**config.mk**
```make
export PLATFORM = sky130hd
export DESIGN_NAME = udp_dc_accum
export DESIGN_NICKNAME = d
export VERILOG_FILES = /design/src/hw/rtl/udp_dc_pkg.sv /design/src/hw/rtl/udp_dc_accum.sv
export SDC_FILE = /design/constraint.sdc
export NUM_CORES = 1
export LEC_CHECK = 0
export ABC_AREA = 1
export BUFFER_PORTS_ARGS = -buffer_cell sky130_fd_sc_hd__buf_2
export CAP_MARGIN = 40
export CELL_PAD_IN_SITES_DETAIL_PLACEMENT = 0
export CELL_PAD_IN_SITES_GLOBAL_PLACEMENT = 1
export CORE_ASPECT_RATIO = 0.6
export CORE_UTILIZATION = 40
export CTS_BUF_LIST = sky130_fd_sc_hd__clkbuf_2 sky130_fd_sc_hd__clkbuf_4 sky130_fd_sc_hd__clkbuf_8
export DETAILED_ROUTE_END_ITERATION = 7
export PLACE_DENSITY = 0.79
export RECOVER_POWER = 100
export SETUP_SLACK_MARGIN = 0.02
export SLEW_MARGIN = 0
export SYNTH_ARGS = -nofsm -noshare
export SYNTH_HDL_FRONTEND = slang
export SYNTH_SLANG_ARGS = --single-unit
```
**constraint.sdc**
```tcl
create_clock -name clk -period 8.8 [get_ports clk]
set_clock_uncertainty 0.15 [all_clocks]
set_input_delay 2.2 -clock clk [delete_from_list [all_inputs] [get_ports clk]]
set_output_delay 2.2 -clock clk [all_outputs]
set_load 0.02 [all_outputs]
```
**src/hw/rtl/udp_dc_pkg.sv**
```systemverilog
package udp_dc_pkg;

    localparam int unsigned COUNT_W      = 17;
    localparam int unsigned IN_DATA_W    = 72;
    localparam int unsigned OUT_DATA_W   = 56;
    localparam logic [COUNT_W-1:0] COUNT_MAX    = '1;
    localparam logic [COUNT_W-1:0] HEADER_BYTES = 17'd8;
    localparam logic [15:0]        UDP_PROTOCOL = 16'd17;
    localparam logic [15:0]        SUM_GOOD     = 16'hFFFF;

    typedef enum logic [1:0] {
        ST_OK        = 2'd0,
        ST_TOO_SHORT = 2'd1,
        ST_LEN_ERR   = 2'd2,
        ST_BAD_SUM   = 2'd3
    } status_t;

    // Everything the evaluation stage needs about one finished datagram.
    typedef struct packed {
        logic [COUNT_W-1:0] count;
        logic [15:0]        sum;
        logic [63:0]        header;
        logic [63:0]        addr;
    } snap_t;

    typedef struct packed {
        status_t     status;
        logic [15:0] source_port;
        logic [15:0] dest_port;
        logic [15:0] payload_length;
        logic        checksum_skipped;
    } result_t;

    // Ones' complement add with end-around carry.
    function automatic logic [15:0] oc_add(input logic [15:0] a, input logic [15:0] b);
        logic [16:0] s;
        s = {1'b0, a} + {1'b0, b};
        return 16'(s[15:0] + {15'b0, s[16]});
    endfunction

endpackage

```
**src/hw/rtl/udp_dc_accum.sv**
```systemverilog
module udp_dc_accum
    import udp_dc_pkg::*;
(
    input  logic                 clk,
    input  logic                 rst_n,
    input  logic                 s_tvalid,
    output logic                 s_tready,
    input  logic [IN_DATA_W-1:0] s_tdata,
    input  logic                 s_tlast,
    input  logic                 adv,
    output logic                 snap_valid,
    output snap_t                snap
);

    logic [COUNT_W-1:0] count_reg, count_next;
    logic [15:0]        sum_reg, sum_next;
    logic [7:0]         hold_reg, hold_next;
    logic [63:0]        header_reg, header_next;
    logic [63:0]        addr_reg, addr_next;
    logic               snap_valid_reg, snap_valid_next;
    snap_t              snap_reg, snap_next;
    logic               accept;
    logic [7:0]         data_b;
    logic [15:0]        word;
    logic [15:0]        sum_added;

    assign data_b   = s_tdata[7:0];
    assign s_tready = !snap_valid_reg || adv;
    assign accept   = s_tvalid && s_tready;

    always_comb
    begin
        // An even position opens a word; at the final byte it is padded with zero.
        word        = count_reg[0] ? {hold_reg, data_b} : {data_b, 8'h00};
        sum_added   = oc_add(sum_reg, word);
        sum_next    = count_reg[0] ? sum_added : sum_reg;
        hold_next   = count_reg[0] ? hold_reg : data_b;
        header_next = (count_reg < HEADER_BYTES) ? {header_reg[55:0], data_b} : header_reg;
        addr_next   = (count_reg == '0) ? {s_tdata[39:8], s_tdata[71:40]} : addr_reg;
        count_next  = (count_reg == COUNT_MAX) ? count_reg : count_reg + 1'b1;

        snap_next.count  = count_next;
        snap_next.sum    = sum_added;
        snap_next.header = header_next;
        snap_next.addr   = addr_next;

        snap_valid_next = (snap_valid_reg && !adv) || (accept && s_tlast);
    end

    always_ff @(posedge clk or negedge rst_n)
    begin
        if (!rst_n)
        begin
            count_reg      <= '0;
            sum_reg        <= '0;
            hold_reg       <= '0;
            header_reg     <= '0;
            addr_reg       <= '0;
            snap_valid_reg <= 1'b0;
        end
        else
        begin
            snap_valid_reg <= snap_valid_next;
            if (accept)
            begin
                if (s_tlast)
                begin
                    count_reg  <= '0;
                    sum_reg    <= '0;
                    hold_reg   <= '0;
                    header_reg <= '0;
                    addr_reg   <= '0;
                end
                else
                begin
                    count_reg  <= count_next;
                    sum_reg    <= sum_next;
                    hold_reg   <= hold_next;
                    header_reg <= header_next;
                    addr_reg   <= addr_next;
                end
            end
        end
    end

    always_ff @(posedge clk)
    begin
        if (accept && s_tlast)
        begin
            snap_reg <= snap_next;
        end
    end

    assign snap_valid = snap_valid_reg;
    assign snap       = snap_reg;

endmodule

```
* Word-level counts from Yosys, hierarchy flattened *
Cells that the tools add are included.

word-level totals
  register bits = 331
  word-level logic and storage cells = 38
  input bits = 77

cells by class
  reductions and logical operators = 11
  multiplexer cells = 11
  $lt $le $gt $ge = 1
  equal/unequal tests = 2
  add/subtract/negate cells = 3

operators by type and width
  operator                                             count
  two-way mux 64 bit                                   4
  two-way mux 16 bit                                   3
  two-way mux 17 bit                                   2
  adder 16 x 16 -> 17 bit                              1
  adder 17 x 1 -> 17 bit, second input constant        1
  equality test 17 bit, second input constant          1
  logical NOT 17 bit                                   1
  < comparator 17 x 4 -> 1 bit, second input constant  1
  adder 16 x 1 -> 16 bit                               1
  two-way mux 8 bit                                    2
  AND reduction 2 bit                                  2
  logical AND 1 bit                                    3
  logical NOT 1 bit                                    2
  logical OR 1 bit                                     2
  != test 2 bit, second input constant                 1
  nonzero test 2 bit                                   1

* Logic depth before layout (Yosys ltp) *
Gate-level depths: netlist of the first run.

  depth after elaboration = 5
  gate-level depth with buffers = 25
  mapped depth without buffers = 24

* Worst setup path after synthesis of the first run *
No wires, ideal clock.

  kind = input port to flip-flop
  from = in adv
  to = reg snap_reg (netlist bit snap[0]) (enable)
  required time = 7965 ps
  stages on the path = 6
  path slack = -1813 ps
  setup time = 685 ps
  data arrival time = 9778 ps
  cell sequence = inv_1 nand2_1 nand2_1 clkbuf_1 buf_1 nor2_1

on the way
  cells in the longest elaborated chain, start to end = 3

RTL lines
  item                  line                text
  start, declared       udp_dc_accum.sv:10  input logic adv,
  logical OR 1 bit      udp_dc_accum.sv:28  assign s_tready = !snap_valid_reg || adv;
  named net s_tready    udp_dc_accum.sv:7   output logic s_tready,
  logical AND 1 bit     udp_dc_accum.sv:29  assign accept = s_tvalid && s_tready;
  logical AND 1 bit     udp_dc_accum.sv:88  if (accept && s_tlast)
  end signal, assigned  udp_dc_accum.sv:90  snap_reg <= snap_next;
  end, declared         udp_dc_accum.sv:21  snap_t snap_reg, snap_next;

The timed path passes the listed nets, and every way through them passes these cells.
A chain may end at the register's enable or synchronous reset.

* Worst setup path after layout of the first run *
  from = in adv
  to = reg snap_reg (netlist bit snap[32]) (enable)

on the way
  cells in the longest elaborated chain, start to end = 3

RTL lines
  item               line
  logical OR 1 bit   udp_dc_accum.sv:28
  logical AND 1 bit  udp_dc_accum.sv:29
  logical AND 1 bit  udp_dc_accum.sv:88

Every way passes these cells.

==> results of run 1 <==
[synthesized netlist by cell type, types with 7 or more instances]
| master | n | area (sq um) |
|---|---|---|
| clkbuf_1 | 39 | 146 |
| o22ai_1 | 71 | 444 |
| nor3_1 | 8 | 40.0 |
| nand4_1 | 7 | 43.8 |
| dfrtp_1 | 170 | 4250 |
| a21oi_1 | 74 | 370 |
| edfxtp_1 | 161 | 4830 |
| inv_1 | 345 | 1290 |
| buf_2 | 20 | 100 |
| ha_1 | 20 | 250 |
| xor2_1 | 16 | 140 |
| nand3_1 | 31 | 155 |
| nand2_1 | 375 | 1410 |
| o21ai_0 | 157 | 786 |
| nor2_1 | 36 | 135 |
[how the worst max path moves through the flow]
stage	from	endpoint	slack [ps]	cells past startpoint
after global placement	s_tdata[1]	snap[140]	3230	21
after CTS	s_tdata[5]	snap[140]	3820	21
after detailed placement	s_tdata[1]	snap[140]	3180	21
final	adv	snap[32]	2300	9
after global routing	count_reg[0]	addr_reg[36]	1810	8
after floorplan	adv	snap[0]	910	6
[per-layer routing]
layer,vias up,wire (microns),global-route usage
met2,282,16600,0.283
met1,5351,21000,0.338
met5,-,0,0
met3,55,2440,0.0491
met4,0,680,0.0530
li1,5585,-,-
[cell type report]
type | count | area, sq um
Clock buffer | 86 | 990
Sequential cell | 331 | 9090
Clock inverter | 9 | 73.8
Inverter | 349 | 1310
Timing Repair Buffer | 257 | 1140
Fill cell | 3613 | 19100
Antenna cell | 4 | 10.0
Tap cell | 476 | 596
Multi-Input combinational cell | 847 | 4150
[logic make-up (layout without fill, tap and decap cells)]
logic type / after synthesis / count (layout) / share of synthesized area
buffers and inverters: 411 / 701 / 0.105
adder cells (fa/ha/maj): 21 / 21 / 0.0182
flip-flops: 331 / 331 / 0.611
AO/OA/AOI/OAI: 317 / 317 / 0.115
XOR/XNOR: 18 / 18 / 0.0111
other: 0 / 4 / 0
AND/OR/NAND/NOR: 491 / 491 / 0.139
[critical path, delay by kind of cell]
family / cells / cell delay, ps
buffers and inverters: 6 / 3950
and+or+nand+nor: 3 / 300
[metrics by stage]
stage	worst slack [ps]	instances
final	2300	2359
after global routing	1810	2356
after CTS	3820	2355
after detailed placement	3180	2260
after global placement	3230	2254
after floorplan	912	1589
[power by group]
group          leakage (nW)  switching, mW  total (mW)  internal, mW
logic                  4.14          0.556       0.781         0.225
registers              3.85         0.0833        1.91          1.83
clock network         0.576          0.608        1.35         0.737
total                  8.56           1.25        4.04          2.79
==> qor.yml, run 1 <==
core_area_sq_um: 36500
cts_tree: "done"
nets: 1935
cts_htree_levels: 2
drc: 0
fin_setup_tns_ps: 0
dpl.hpwl_mm: 28.1
finalInstanceArea_sq_um: 17400
synth.distinct_cells: 37
cp_slowest_cell: "clkbuf_1"
vias_per_cell: 4.78
synth_edf_count: 161
cts.sinks: 331
violations: "capacitance limit, slew limit"
initialDrtViolationCount: 989
netlist_instances: 1589
synth-seq-cells: 331
drt-total-wl_mm: 40.7
cts_setup_buffers: 0
hp-start: "addr_reg[48]"
max_slew_margin: -1.46
synth-warning-count: 0
avgSynthCellArea_sq_um: 9.36
fmax_mhz: 154
dieArea_sq_um: 38000
clock_latency_ps: 590
drtAntennaViolNets: 0
p_leak_nw: 8.56
hold_viol_final: 0
synth_nets: 1687
synth_ff_type: "dfrtp_1"
r2r-end: "snap[29]"
final_cell_mix: "nand2_1, inv_1, clkbuf_1"
io_pins: 240
io_buffer_count: 239
grtUsageTotal: 0.212
num_rows: 54
layout_commonest_cell: "nand2_1"
cp.required_ps: 8800
critPathLaunchType: "input port"
cp_common_cell: "clkbuf_1"
largest_register_ffs: 161
gp_congestion: 0.902
path_class: "in2reg"
setup_viol: 0
rsz0062_at_grt: "false"
slowest_delay_ps: 1860
r2r-start: "count_reg[0]"
fin_util: 0.476
syn_area_sq_um: 14900
cp.arrival_ps: 6500
cts.path.max_buffers: 3
finalPower_mw: 4.04
hold_slack_ps: 333
whs_path_depth: 2
cts_buffers: 51
layout-drive-gt1-share: 0.0995
grt_max_degree: 103
r2r_slack_ps: 2490
maxCapViolations: 8
die_h_microns: 151
ir_worst_vdd_v: 0.000111
grt_overflow: 0
end_kind: "flip-flop"
vias: 11300
async_reset_ff_frac: 0.514
grt_pass1_vias: 10500
placed_area_sq_um: 16700
timing.final.crit_share: 0.739
area_growth_pct: 16.8
r2r_cells: 8
cts_root_buffer: "clkbuf_8"
antenna_found_initial: 2
hp-class: "reg2reg"
clk_pin_slew_ps: 60
layout_min_cycle_time_ps: 6500
hold_buffers: 0
status: "complete, but fails checks"
hold_end: "addr_reg[48]"
firstDrtPassIters: 6
slew_viol_final: 475
initial_utilization: 0.408
crit_chain: "buf_2 -> inv_1 -> nand2_1 -> nand2_2 -> clkbuf_1 -> buf_16 -> nor2_1 -> clkbuf_1 -> clkbuf_1"
die_w_microns: 251
wl_per_cell_microns: 17.3
grt_pass1_wl_mm: 61.4
crit_fanout: 70
yosysSeqAreaShare: 0.611
postCtsResizedCells: 0
powerDensity_nw_per_um2: 232
worst_slew_pin_slew_ps: 3690
Power figures use the tool's default switching activity.
==> run 2: changes to the inputs <==
==> constraint.sdc (replaced) <==
create_clock -name clk -period 5.72 [get_ports clk]
set_clock_uncertainty 0.15 [all_clocks]
set_input_delay 1.43 -clock clk [delete_from_list [all_inputs] [get_ports clk]]
set_output_delay 1.43 -clock clk [all_outputs]
set_load 0.02 [all_outputs]
==> qor.yml, run 2 (synthesis results as in run 1) <==
placed_area_sq_um: 16600
ir_worst_vdd_v: 0.000211
cp.required_ps: 6030
violations: "capacitance limit, slew limit"
cts_buffers: 52
slew_viol_final: 518
cp_common_cell: "nand2_1"
grt_max_degree: 102
max_slew_margin: -1.22
initialDrtViolationCount: 785
hold_viol_final: 0
maxCapViolations: 8
nets: 1933
cts_setup_buffers: 0
layout-drive-gt1-share: 0.100
postCtsResizedCells: 0
final-seq-area_sq_um: 9090
core_area_sq_um: 36500
clock_latency_ps: 580
firstDrtPassIters: 5
fin_setup_tns_ps: 0
dpl.hpwl_mm: 28.7
grtUsageTotal: 0.213
gp_congestion: 0.907
layout_setup_ws_ps: 846
p_leak_nw: 8.59
dieArea_sq_um: 38000
final_cells: 2354
cts_root_buffer: "clkbuf_8"
hold_slack_ps: 335
io_buffer_count: 239
layout_min_cycle_time_ps: 4870
cts.path.max_buffers: 3
fin_util: 0.475
cts_tree: "done"
final_cell_mix: "nand2_1, inv_1, dfrtp_1"
cp_slowest_cell: "nor2_1"
rsz0062_at_grt: "false"
grt_pass1_vias: 10600
crit_fanout: 68
die_w_microns: 251
multi_input_area_sq_um: 4160
pre_cts_slack_ps: 783
cts.sinks: 331
timing.final.crit_share: 0.852
area_growth_pct: 16.6
path_class: "in2reg"
io_pins: 240
antenna_found_initial: 2
vias_per_cell: 4.81
fill_cells: 3568
die_h_microns: 151
finalInstanceArea_sq_um: 17300
hp-class: "reg2reg"
vias: 11300
crit_chain: "buf_2 -> inv_1 -> nand2_1 -> nand2_1 -> nor2_1 -> inv_2 -> buf_4 -> o22ai_1"
drt-total-wl_mm: 41.2
antenna_cells: 0
grt_pass1_wl_mm: 61.5
slowest_delay_ps: 1310
fmax_mhz: 205
layout_commonest_cell: "nand2_1"
worst_slew_pin_slew_ps: 3330
clk_pin_slew_ps: 60
end_kind: "flip-flop"
drtAntennaViolNets: 0
largest_register_ffs: 161
grt_overflow: 0
powerDensity_nw_per_um2: 361
critPathLaunchType: "input port"
num_rows: 54
cts_htree_levels: 2
finalPower_mw: 6.27
drc: 0
status: "complete, but fails checks"
cp.arrival_ps: 5190
wl_per_cell_microns: 17.5
initial_utilization: 0.408
setup_viol: 0
dp.cells: 2257
hold_buffers: 0
==> run 2: changes by cell type in the layout (fill, tap and decap cells not counted), sizes merged <==
cell / previous run / this run
inv: 349 / 351
bufinv: 1 / 2
buf: 79 / 80
clkbuf: 264 / 255
clkinvlp: 2 / 1
clkinv: 6 / 11
diode: 4 / 0
==> run 2: layout make-up <==
type / instances / share of cell area
Sequential cell: 331 / 0.524
Multi-Input combinational cell: 847 / 0.240
Inverter: 349 / 0.0755
Timing Repair Buffer: 254 / 0.0618
Clock buffer: 81 / 0.0571
Tap cell: 476 / 0.0343
Clock inverter: 16 / 0.00736
==> run 2: critical path: cells and delay by family <==
kind	cells	cell delay, ps
buffers and inverters	4	1600
AO/OA/AOI/OAI	1	190
AND/OR/NAND/NOR	3	1910
==> run 2: per-layer routing <==
layer | share of wire | vias to the layer above | GRT usage
met1 | 0.51 | 5372 | 0.335
met4 | 0.015 | 2 | 0.0466
met3 | 0.065 | 53 | 0.0528
li1 | - | 5584 | -
met5 | 0.00034 | - | 0
met2 | 0.41 | 322 | 0.290
==> run 2: power by group <==
group / switching (mW) / internal (mW)
Clock: 0.941 / 1.19
Combinational: 0.862 / 0.332
Sequential: 0.127 / 2.81
==> run 2: path summary, 6_finish.rpt <==
path | startpoint | to | slack, ps | cells past startpoint
max in group asynchronous | rst_n | hold_reg[7] | 1340 | 3
worst max register to register | count_reg[0] | snap[140] | 900 | 21
worst max-delay path | adv | header_reg[52] | 850 | 8
min in group asynchronous | rst_n | addr_reg[50] | 1520 | 2
worst min-delay path | addr_reg[47] | addr_reg[47] | 330 | 2
worst min register to register | addr_reg[47] | addr_reg[47] | 330 | 2
